**config.mk**
```make
export PLATFORM = sky130hd
export DESIGN_NAME = miller_rabin_witness_round
export DESIGN_NICKNAME = d
export VERILOG_FILES = /design/src/hw/rtl/mrw_pkg.sv /design/src/hw/rtl/miller_rabin_witness_round.sv
export SDC_FILE = /design/constraint.sdc
export NUM_CORES = 2
export LEC_CHECK = 0
export BUFFER_PORTS_ARGS = -buffer_cell sky130_fd_sc_hd__buf_2
export CORE_MARGIN = 2
export CORE_UTILIZATION = 60
export CTS_CLUSTER_SIZE = 12
export DETAILED_ROUTE_END_ITERATION = 10
export PLACE_DENSITY = 0.77
export REMOVE_ABC_BUFFERS = 1
export SYNTH_ARGS = -nofsm -noshare
export SYNTH_HDL_FRONTEND = slang
export SYNTH_SLANG_ARGS = --single-unit
```
**constraint.sdc**
```tcl
create_clock -name aclk -period 29.8 [get_ports aclk]
set_input_delay 5.96 -clock aclk [delete_from_list [all_inputs] [get_ports aclk]]
set_output_delay 5.96 -clock aclk [all_outputs]
set_load 0.05 [all_outputs]
```
**src/hw/rtl/mrw_pkg.sv**
```systemverilog
package mrw_pkg;

    // Fixed port field widths
    localparam int unsigned CAND_WIDTH    = 64;
    localparam int unsigned VERDICT_WIDTH = 2;
    localparam int unsigned S_TDATA_WIDTH = 128;
    localparam int unsigned M_TDATA_WIDTH = 8;

    // Verdict codes
    localparam logic [VERDICT_WIDTH-1:0] VERDICT_COMPOSITE = 2'd0;
    localparam logic [VERDICT_WIDTH-1:0] VERDICT_PROBABLE  = 2'd1;
    localparam logic [VERDICT_WIDTH-1:0] VERDICT_PRIME     = 2'd2;

    // Sequencer states, one-hot
    typedef enum logic [11:0] {
        ST_IDLE  = 12'b0000_0000_0001,
        ST_CLASS = 12'b0000_0000_0010,
        ST_PREP  = 12'b0000_0000_0100,
        ST_BASE  = 12'b0000_0000_1000,
        ST_ESQ   = 12'b0000_0001_0000,
        ST_EMUL  = 12'b0000_0010_0000,
        ST_ENEXT = 12'b0000_0100_0000,
        ST_XCHK  = 12'b0000_1000_0000,
        ST_SQ    = 12'b0001_0000_0000,
        ST_SCHK  = 12'b0010_0000_0000,
        ST_MUL   = 12'b0100_0000_0000,
        ST_FIN   = 12'b1000_0000_0000
    } state_t;

endpackage

```
**src/hw/rtl/miller_rabin_witness_round.sv**
```systemverilog
// One Miller-Rabin witness round on a NUM_WIDTH-bit candidate. Each input item
// (candidate, witness) yields one verdict item: 0 composite, 1 probable prime for
// this witness, 2 prime (candidate 2 or 3). Zero, one and even candidates come
// back composite. Other odd candidates take one bit-serial pass that reduces
// the witness mod the candidate and counts the trailing zeros s of
// candidate-1, then a left-to-right exponentiation and up to s-1 squarings.
// Every modular product runs on one shared shift-and-add multiply-reduce unit
// that consumes one multiplier bit per cycle; at most about 2*NUM_WIDTH products
// are needed per item. One item is worked on at a time; a new item is taken
// while the previous verdict still waits in the output register.
module miller_rabin_witness_round
    import mrw_pkg::*;
#(
    parameter int unsigned NUM_WIDTH = 64
) (
    input  logic                     aclk,
    input  logic                     aresetn,
    // s_tdata: [63:0] candidate, [127:64] witness
    input  logic                     s_tvalid,
    output logic                     s_tready,
    input  logic [S_TDATA_WIDTH-1:0] s_tdata,
    // m_tdata: [1:0] verdict, [7:2] zero
    output logic                     m_tvalid,
    input  logic                     m_tready,
    output logic [M_TDATA_WIDTH-1:0] m_tdata
);

    localparam int unsigned W  = NUM_WIDTH;
    localparam int unsigned CW = $clog2(W + 1);
    localparam logic [CW-1:0] W_C = CW'(W);
    localparam logic [CW-1:0] ONE_C = CW'(1);

    // Control
    state_t                   state_reg, state_next;
    state_t                   ret_reg, ret_next;
    logic                     m_tvalid_reg, m_tvalid_next;
    logic [VERDICT_WIDTH-1:0] m_verdict_reg, m_verdict_next;
    logic [VERDICT_WIDTH-1:0] verdict_reg, verdict_next;
    logic [CW-1:0]            cnt_reg, cnt_next;
    logic [CW-1:0]            s_reg, s_next;
    logic [CW-1:0]            exp_cnt_reg, exp_cnt_next;
    logic [CW-1:0]            sq_cnt_reg, sq_cnt_next;
    logic                     tz_seen_reg, tz_seen_next;
    logic                     one_reg, one_next;

    // Datapath
    logic [W-1:0] n_reg, n_next;
    logic [W-1:0] nm1_reg, nm1_next;
    logic [W-1:0] w_sr_reg, w_sr_next;
    logic [W-1:0] rem_reg, rem_next;
    logic [W-1:0] tz_sr_reg, tz_sr_next;
    logic [W-1:0] exp_sr_reg, exp_sr_next;
    logic [W-1:0] x_reg, x_next;
    logic [W-1:0] mm_a_reg, mm_a_next;
    logic [W-1:0] mm_b_reg, mm_b_next;
    logic [W-1:0] mm_acc_reg, mm_acc_next;

    // Witness reduction step: rem = (2*rem + bit) mod n
    logic [W:0] red_t, red_n, red_diff;
    logic [W-1:0] red_val;

    // Multiply-reduce step: acc = (2*acc + bit*a) mod n, input below 3n
    logic [W+1:0] mm_t, mm_n1, mm_n2, mm_d1, mm_d2, mm_sel;
    logic [W-1:0] mm_val;

    logic x_is_one, x_is_nm1;

    assign red_t    = {rem_reg, w_sr_reg[W-1]};
    assign red_n    = {1'b0, n_reg};
    assign red_diff = red_t - red_n;
    assign red_val  = (red_t >= red_n) ? red_diff[W-1:0] : red_t[W-1:0];

    assign mm_n1  = {2'b00, n_reg};
    assign mm_n2  = {1'b0, n_reg, 1'b0};
    assign mm_t   = {1'b0, mm_acc_reg, 1'b0} + (mm_b_reg[W-1] ? {2'b00, mm_a_reg} : '0);
    assign mm_d1  = mm_t - mm_n1;
    assign mm_d2  = mm_t - mm_n2;
    assign mm_sel = (mm_t >= mm_n2) ? mm_d2 : ((mm_t >= mm_n1) ? mm_d1 : mm_t);
    assign mm_val = mm_sel[W-1:0];

    assign x_is_one = (x_reg == W'(1));
    assign x_is_nm1 = (x_reg == nm1_reg);

    assign s_tready = (state_reg == ST_IDLE);
    assign m_tvalid = m_tvalid_reg;
    assign m_tdata  = {{(M_TDATA_WIDTH - VERDICT_WIDTH){1'b0}}, m_verdict_reg};

    // Sequencer and datapath next state
    always_comb begin
        state_next     = state_reg;
        ret_next       = ret_reg;
        m_tvalid_next  = m_tvalid_reg;
        m_verdict_next = m_verdict_reg;
        verdict_next   = verdict_reg;
        cnt_next       = cnt_reg;
        s_next         = s_reg;
        exp_cnt_next   = exp_cnt_reg;
        sq_cnt_next    = sq_cnt_reg;
        tz_seen_next   = tz_seen_reg;
        one_next       = one_reg;
        n_next         = n_reg;
        nm1_next       = nm1_reg;
        w_sr_next      = w_sr_reg;
        rem_next       = rem_reg;
        tz_sr_next     = tz_sr_reg;
        exp_sr_next    = exp_sr_reg;
        x_next         = x_reg;
        mm_a_next      = mm_a_reg;
        mm_b_next      = mm_b_reg;
        mm_acc_next    = mm_acc_reg;

        // output register drains independently
        if (m_tvalid_reg && m_tready) begin
            m_tvalid_next = 1'b0;
        end

        case (state_reg)
            ST_IDLE: begin
                if (s_tvalid) begin
                    n_next     = s_tdata[W-1:0];
                    w_sr_next  = s_tdata[CAND_WIDTH+W-1:CAND_WIDTH];
                    state_next = ST_CLASS;
                end
            end

            // small-case rules
            ST_CLASS: begin
                nm1_next     = n_reg - W'(1);
                tz_sr_next   = n_reg - W'(1);
                rem_next     = '0;
                cnt_next     = W_C;
                s_next       = '0;
                tz_seen_next = 1'b0;
                if (n_reg[W-1:2] == '0 && n_reg[1]) begin
                    verdict_next = VERDICT_PRIME;
                    state_next   = ST_FIN;
                end else if (n_reg[W-1:1] == '0 || !n_reg[0]) begin
                    verdict_next = VERDICT_COMPOSITE;
                    state_next   = ST_FIN;
                end else begin
                    state_next = ST_PREP;
                end
            end

            // witness mod n, trailing-zero count of n-1
            ST_PREP: begin
                rem_next   = red_val;
                w_sr_next  = {w_sr_reg[W-2:0], 1'b0};
                tz_sr_next = {1'b0, tz_sr_reg[W-1:1]};
                if (!tz_seen_reg) begin
                    if (tz_sr_reg[0]) begin
                        tz_seen_next = 1'b1;
                    end else begin
                        s_next = s_reg + ONE_C;
                    end
                end
                cnt_next = cnt_reg - ONE_C;
                if (cnt_reg == ONE_C) begin
                    state_next = ST_BASE;
                end
            end

            // trivial bases pass
            ST_BASE: begin
                if (rem_reg == '0 || rem_reg == W'(1) || rem_reg == nm1_reg) begin
                    verdict_next = VERDICT_PROBABLE;
                    state_next   = ST_FIN;
                end else begin
                    x_next       = W'(1);
                    one_next     = 1'b1;
                    exp_sr_next  = nm1_reg;
                    exp_cnt_next = W_C - s_reg;
                    state_next   = ST_ESQ;
                end
            end

            // exponent bit: square
            ST_ESQ: begin
                if (exp_cnt_reg == '0) begin
                    state_next = ST_XCHK;
                end else if (one_reg) begin
                    state_next = ST_EMUL;
                end else begin
                    mm_a_next   = x_reg;
                    mm_b_next   = x_reg;
                    mm_acc_next = '0;
                    cnt_next    = W_C;
                    ret_next    = ST_EMUL;
                    state_next  = ST_MUL;
                end
            end

            // exponent bit: multiply by base when set
            ST_EMUL: begin
                if (exp_sr_reg[W-1]) begin
                    if (one_reg) begin
                        x_next     = rem_reg;
                        one_next   = 1'b0;
                        state_next = ST_ENEXT;
                    end else begin
                        mm_a_next   = x_reg;
                        mm_b_next   = rem_reg;
                        mm_acc_next = '0;
                        cnt_next    = W_C;
                        ret_next    = ST_ENEXT;
                        state_next  = ST_MUL;
                    end
                end else begin
                    state_next = ST_ENEXT;
                end
            end

            ST_ENEXT: begin
                exp_sr_next  = {exp_sr_reg[W-2:0], 1'b0};
                exp_cnt_next = exp_cnt_reg - ONE_C;
                state_next   = ST_ESQ;
            end

            // x = base^r checked
            ST_XCHK: begin
                if (x_is_one || x_is_nm1) begin
                    verdict_next = VERDICT_PROBABLE;
                    state_next   = ST_FIN;
                end else begin
                    sq_cnt_next = s_reg - ONE_C;
                    state_next  = ST_SQ;
                end
            end

            // repeated squaring
            ST_SQ: begin
                if (sq_cnt_reg == '0) begin
                    verdict_next = VERDICT_COMPOSITE;
                    state_next   = ST_FIN;
                end else begin
                    sq_cnt_next = sq_cnt_reg - ONE_C;
                    mm_a_next   = x_reg;
                    mm_b_next   = x_reg;
                    mm_acc_next = '0;
                    cnt_next    = W_C;
                    ret_next    = ST_SCHK;
                    state_next  = ST_MUL;
                end
            end

            ST_SCHK: begin
                if (x_is_one) begin
                    verdict_next = VERDICT_COMPOSITE;
                    state_next   = ST_FIN;
                end else if (x_is_nm1) begin
                    verdict_next = VERDICT_PROBABLE;
                    state_next   = ST_FIN;
                end else begin
                    state_next = ST_SQ;
                end
            end

            // shared multiply-reduce, one multiplier bit per cycle
            ST_MUL: begin
                mm_acc_next = mm_val;
                mm_b_next   = {mm_b_reg[W-2:0], 1'b0};
                cnt_next    = cnt_reg - ONE_C;
                if (cnt_reg == ONE_C) begin
                    x_next     = mm_val;
                    state_next = ret_reg;
                end
            end

            // hand the verdict to the output register
            ST_FIN: begin
                if (!m_tvalid_reg || m_tready) begin
                    m_tvalid_next  = 1'b1;
                    m_verdict_next = verdict_reg;
                    state_next     = ST_IDLE;
                end
            end

            default: begin
                state_next = ST_IDLE;
            end
        endcase
    end

    // Control registers
    always_ff @(posedge aclk) begin
        if (!aresetn) begin
            state_reg    <= ST_IDLE;
            ret_reg      <= ST_IDLE;
            m_tvalid_reg <= 1'b0;
        end else begin
            state_reg    <= state_next;
            ret_reg      <= ret_next;
            m_tvalid_reg <= m_tvalid_next;
        end
    end

    // Payload and working registers
    always_ff @(posedge aclk) begin
        m_verdict_reg <= m_verdict_next;
        verdict_reg   <= verdict_next;
        cnt_reg       <= cnt_next;
        s_reg         <= s_next;
        exp_cnt_reg   <= exp_cnt_next;
        sq_cnt_reg    <= sq_cnt_next;
        tz_seen_reg   <= tz_seen_next;
        one_reg       <= one_next;
        n_reg         <= n_next;
        nm1_reg       <= nm1_next;
        w_sr_reg      <= w_sr_next;
        rem_reg       <= rem_next;
        tz_sr_reg     <= tz_sr_next;
        exp_sr_reg    <= exp_sr_next;
        x_reg         <= x_next;
        mm_a_reg      <= mm_a_next;
        mm_b_reg      <= mm_b_next;
        mm_acc_reg    <= mm_acc_next;
    end

endmodule

```
### Word level (Yosys, flattened, before mapping)

Cells that the tools add are included.

| word-level totals | value |
|---|---|
| flip-flop bits (word level) | 699 |
| latch bits | 0 |
| RAM bits | 0 |
| bits in read-only memories | 0 |
| bits of input ports | 132 |
| output and inout port bits | 10 |
| memories | 0 |

| operators by class | value |
|---|---|
| add/sub/neg operators | 11 |
| multipliers | 0 |
| divide/modulo/power cells | 0 |
| $lt $le $gt $ge | 3 |
| eq/ne operators | 36 |
| shift-type cells | 0 |
| mux-type cells | 82 |
| bitwise operators | 0 |
| reduce and logical (&&, ||, !) cells | 40 |

Operators with widths:

| operator | number |
|---|---|
| 64-bit two-way mux | 22 |
| 64-bit case mux with 2 select lines | 4 |
| 64-bit case mux with 4 select lines | 2 |
| 64-bit case mux with 3 select lines | 2 |
| 12-bit two-way mux | 17 |
| 64-bit subtractor | 3 |
| 12-bit case mux with 12 select lines | 1 |
| 64-bit by 1-bit == test with 1-bit output, second input constant | 2 |
| 64-bit == test | 2 |
| 65-bit by 64-bit adder with 66-bit output | 1 |
| 66-bit by 64-bit greater-or-equal comparator with 1-bit output | 1 |
| 66-bit by 65-bit greater-or-equal comparator with 1-bit output | 1 |
| 65-bit by 64-bit greater-or-equal comparator with 1-bit output | 1 |
| 64-bit logical NOT | 1 |
| 64-bit by 1-bit subtractor with 64-bit output, second input constant | 1 |
| 63-bit logical NOT | 1 |
| 7-bit two-way mux | 9 |
| 62-bit logical NOT | 1 |
| 7-bit case mux with 2 select lines | 3 |
| 12-bit case mux with 3 select lines | 1 |
| 7-bit case mux with 5 select lines | 1 |
| 2-bit != test, second input constant | 17 |
| 11-bit two-way mux | 3 |
| 7-bit by 1-bit subtractor with 7-bit output, second input constant | 4 |
| other kinds (34) | 71 |

### Depth between registers and ports, before layout

| depth | value |
|---|---|
| word-level depth | 7 |
| gate-level depth with buffers | 29 |
| depth with buffers taken out | 24 |

### Worst setup path before layout

OpenSTA, ideal clock, no wires.

| path | value |
|---|---|
| path type | register to register |
| from | register state_reg[10] |
| to | register state_reg[0] |
| data arrival time | 9.394 ns |
| required time | 29.675 ns |
| setup slack | 20.282 ns |
| stages on the path, launching flop included | 11 |
| clock period less this slack | 9.518 ns |
| path through | dfxtp_1 > clkbuf_1 > nor4_1 > and3_1 > nand2_1 > nor3b_1 > nor2_1 > inv_1 > nor4_1 > a211oi_1 > o21ai_0 |

| on the way | value |
|---|---|
| cells in the longest elaborated chain, start to end | 3 |
| elaborated cells between the ends (all ways) | 18 |
| those cells by class | eq/ne (16); mux (1); reduce/logical (1) |

Ends and longest elaborated chain:

| item | line | RTL |
|---|---|---|
| start, declared | miller_rabin_witness_round.sv:34 | `state_t state_reg, state_next;` |
| start signal, assigned | miller_rabin_witness_round.sv:291 | `state_reg <= state_next;` |
| 12-bit == test, or another cell as far along | miller_rabin_witness_round.sv:117 | `case (state_reg)` |
| 2-bit != test (no line) | - |  |
| 4-bit AND reduction (no line) | - |  |

Parallel ways exist; a longest one is shown, timed or not.
A chain may end at the register's enable or synchronous reset.

### Final worst setup path

| path | value |
|---|---|
| from | register mm_b_reg[63] |
| to | register x_reg[25], data pin |

| on the way | value |
|---|---|
| cells in the longest elaborated chain, start to end | 7 |
| elaborated cells between the ends (all ways) | 10 |
| those cells by class | add/sub (3); order compare (2); mux (5) |

Ends and longest elaborated chain:

| item | line | RTL |
|---|---|---|
| start, declared | miller_rabin_witness_round.sv:55 | `logic [W-1:0] mm_b_reg, mm_b_next;` |
| start signal, assigned | miller_rabin_witness_round.sv:315 | `mm_b_reg <= mm_b_next;` |
| 64-bit two-way mux (*) | miller_rabin_witness_round.sv:75 | `assign mm_t = {1'b0, mm_acc_reg, 1'b0} + (mm_b_reg[W-1] ? {2'b00, mm_a_reg} : '0);` |
| 65-bit by 64-bit adder with 66-bit output (*) | miller_rabin_witness_round.sv:75 |  |
| 64-bit subtractor or 66-bit by 64-bit greater-or-equal comparator with 1-bit output (tied branches) | miller_rabin_witness_round.sv:76, miller_rabin_witness_round.sv:78 |  |
| 64-bit two-way mux | miller_rabin_witness_round.sv:78 | `assign mm_sel = (mm_t >= mm_n2) ? mm_d2 : ((mm_t >= mm_n1) ? mm_d1 : mm_t);` |
| 64-bit two-way mux (*) | miller_rabin_witness_round.sv:78 |  |
| 64-bit two-way mux (*) | miller_rabin_witness_round.sv:263 | `if (cnt_reg == ONE_C) begin` |
| 64-bit case mux with 3 select lines (*) | miller_rabin_witness_round.sv:117 |  |
| net x_next[25] | miller_rabin_witness_round.sv:53 | `logic [W-1:0] x_reg, x_next;` |
| end signal, assigned | miller_rabin_witness_round.sv:313 | `x_reg <= x_next;` |
| end, declared | miller_rabin_witness_round.sv:53 |  |

Mark *: on every way through the listed nets, which the timed path passes. The rest lies on a longest branch. The select of a mux whose other input is x is not followed.

==> summary.md <==
| Metric | Value |
|---|---|
| Pint | 2.104 mW |
| Final wirelength | 168100 µm |
| Pwr Total | 3.420 mW |
| Mapped cell area | 47310 µm² |
| Yosys top cell area share | 42.78% |
| Clock Skews | 0.03616 ns |
| Pre-antenna DRT Iters | 8 |
| Largest family of logic cells by synthesized area | simple AND/OR/NAND/NOR gates |
| Synth Warn # | 0 |
| Core area | 77720 µm² |
| RSZ-0062 raised after global routing | false |
| Initial antenna violation count | 1 |
| Mux contribution to synthesized area | 3.954% |
| Startpoint types | register |
| Number of I/O port buffers | 135 |
| Clock-pin transition on the worst setup and hold timing paths | 0.06 ns |
| Synth Area in Simple Gates | 18.43% |
| Post_cts resized | 0 |
| Vias | 41080 |
| Area delta synth->final | 8.148% |
| Worst hold slack | 0.4429 ns |
| Total track usage | 40.51% |
| Vias in the first global route | 38360 |
| Setup TNS | 0 ns |
| Final antenna-violating net count | 0 |
| Post-synthesis xor/xnor area fraction | 7.998% |
| Placement Cell Area | 48910 µm² |
| Post-layout util | 65.83% |
| Die height | 284.8 µm |
| Worst VDD drop | 0.07327 mV |
| Initial Utilization | 60.87% |
| Post-synthesis compound-gate area fraction | 15.65% |
| First-pass GRT wire length | 244800 µm |
| Post-synth ARST share | 0% |
| Final worst slack | 21.15 ns |
| Post-synthesis adder-cell area fraction | 7.125% |
| TritonCTS clock tree | yes |
| Max capacitance violation total | 0 |
| Crit path time final | 8.652 ns |
| CTS max path bufs | 3 |
| CTS Root Buffer Type | clkbuf_16 |
| Clk network pwr share | 25.7% |
| Fin. max-slew vios | 0 |
| CTS H-Tree Depth | 3 |
| Period utilization | 29.03% |
| Routability cong. | 1.091 |
| Syn_area_per_cell | 9.479 µm² |
| Num CTS Buffers | 75 |
| Synth area leader | edfxtp_1 |
| Hold Fails Final Rpt | 0 |
| Layout cells sized above 1 | 8.916% |
| Slew margin rel. | 18.73% |
| Post-synthesis sequential area ratio | 43.50% |
| Fillers | 6243 |
| PwrDens | 66.85 nW/µm² |
| LEAKAGE | 19.43 nW |
| Worst path required time | 30.17 ns |
| CP endpoint kind | register |
| Setup CP Type | reg2reg |
| Std-Cell Rows | 102 |
| Status | complete, no violations |
| Horiz. Die Dim | 284.8 µm |
| Synth top area cells | edfxtp_1 (43%), ha_1 (7.0%), nand2_1 (5.5%) |
| Number of flops mapped to enable cells by yosys | 674 |
| Design Area, Final | 51160 µm² |
| Top FF cell, synth | edfxtp_1 |
| Fmax | 0.1156 GHz |
| Drt drc | 0 |
| Part of the power in registers | 37.9% |
| Largest net degree at the start of global routing | 77 |
| Placed insts | 5993 |
| Sw frac | 38.47% |
| Clock latency on the worst-skew pair | 0.64 ns |
| Global route overflow | 0 |
| Die area | 81110 µm² |
| DP HPWL | 130100 µm |
| Final setup fails | 0 |
| CP Max Fanout | 69 |
| Switching Power | 1.316 mW |
| Routed WL per cell | 27.46 µm |
| Share of total power in combinational logic | 36.4% |
| I/O pin total | 142 |
| Worst-Margin Slew | 1.209 ns |
| Hold Path Class | reg2reg |
| Vias per cell | 6.710 |
| Fin nets | 5429 |
| Cts hold-fix bufs | 0 |
| Synth Instances | 4991 |
| Place WS | 21.48 ns |
| Synth Register Bits | 691 |
| Clock tree sinks | 691 |
| Cell Count, Final, Fillers Out | 6122 |
| Yosys cell types | 94 |
| Setup repair bufs after CTS | 0 |
| Iteration-0 DRC Markers | 6241 |
| CP arrival | 9.02 ns |
-- power by group through the flow --
stage                     Clock [mW]  Sequential (mW)  Combinational [mW]
after global placement             0             1.31                1.18
after detailed placement           0             1.31                1.18
after global routing           0.916             1.30                1.33
after CTS                      0.880             1.29                1.19
after floorplan                    0             1.27               0.842
final                          0.878             1.30                1.25
-- worst paths after layout --
| path | from | endpoint | slack [ns] | cells past startpoint |
|---|---|---|---|---|
| max | mm_b_reg[63] | x_reg[25] | 21.15 | 22 |
| min reg2reg | verdict_reg[1] | m_verdict_reg[1] | 0.44 | 0 |
| max reg2reg | mm_b_reg[63] | x_reg[25] | 21.15 | 22 |
| min | verdict_reg[1] | m_verdict_reg[1] | 0.44 | 0 |
-- synthesized netlist by cell type (109+ instances only) --
cell / instances
ha_1: 263
nor2_1: 432
nand2_1: 695
xnor2_1: 207
nand3_1: 110
o21ai_0: 231
xor2_1: 225
edfxtp_1: 674
clkbuf_1: 202
inv_1: 171
nand4_1: 109
a21o_1: 123
a21oi_1: 369
-- metal layers --
metal	GRT usage [%]	vias up	share of wire [%]	wire length, µm
li1	-	18430	-	-
met1	55.94	19550	40	66740
met2	58.84	2690	42	69870
met3	11.36	411	13	22000
met4	19.59	0	5.6	9485
met5	0	-	0	0
-- cells by family (layout without fill, tap and decap cells) --
logic type	after synthesis	count (layout)
AND/OR/NAND/NOR	1858	1858
AO/OA/AOI/OAI	1161	1161
flip-flops	691	691
XOR/XNOR	432	432
buffers and inverters	407	492
adder cells (fa/ha/maj)	267	267
multiplexers	174	174
other	1	7
-- cell usage in the layout, fill, tap and decap left out, drive strengths merged, types with 110 or more instances in the layout --
cell type,instances
nand2,696
edfxtp,674
nor2,433
a21oi,371
ha,263
o21ai,237
xor2,225
xnor2,207
buf,192
inv,176
a21o,123
nand3,111
nand4,110
-- worst max-delay path: stages, from the launching register on --
cell and delay [ns]:
edfxtp_1 0.32, buf_4 0.45, and2_1 0.21, ha_1 0.20, fa_1 0.25, a211oi_1 0.11
o211ai_1 0.25, a41oi_1 0.25, o21ai_0 0.83, a211oi_1 0.20, nor3_1 0.73, nor4_1 0.12
a311oi_1 0.63, ha_1 0.34, nand4_1 0.32, nor4_1 0.79, a221oi_1 0.23, o21ai_0 0.41
a311oi_4 0.04, buf_4 0.42, a2111oi_0 0.79, a311oi_1 0.19, a21o_1 0.23
-- area by class of cell --
type | instances | area, µm² | area share, %
Inverter | 172 | 650.6 | 1.272
Multi-Input combinational cell | 3898 | 25270 | 49.39
Clock buffer | 97 | 1981 | 3.871
Timing Repair Buffer | 192 | 1104 | 2.157
Antenna cell | 1 | 2.502 | 0.004891
Clock inverter | 31 | 274.0 | 0.5356
Tap cell | 1040 | 1301 | 2.543
Sequential cell | 691 | 20580 | 40.22
Note: power is estimated with default switching activity, not from simulation.
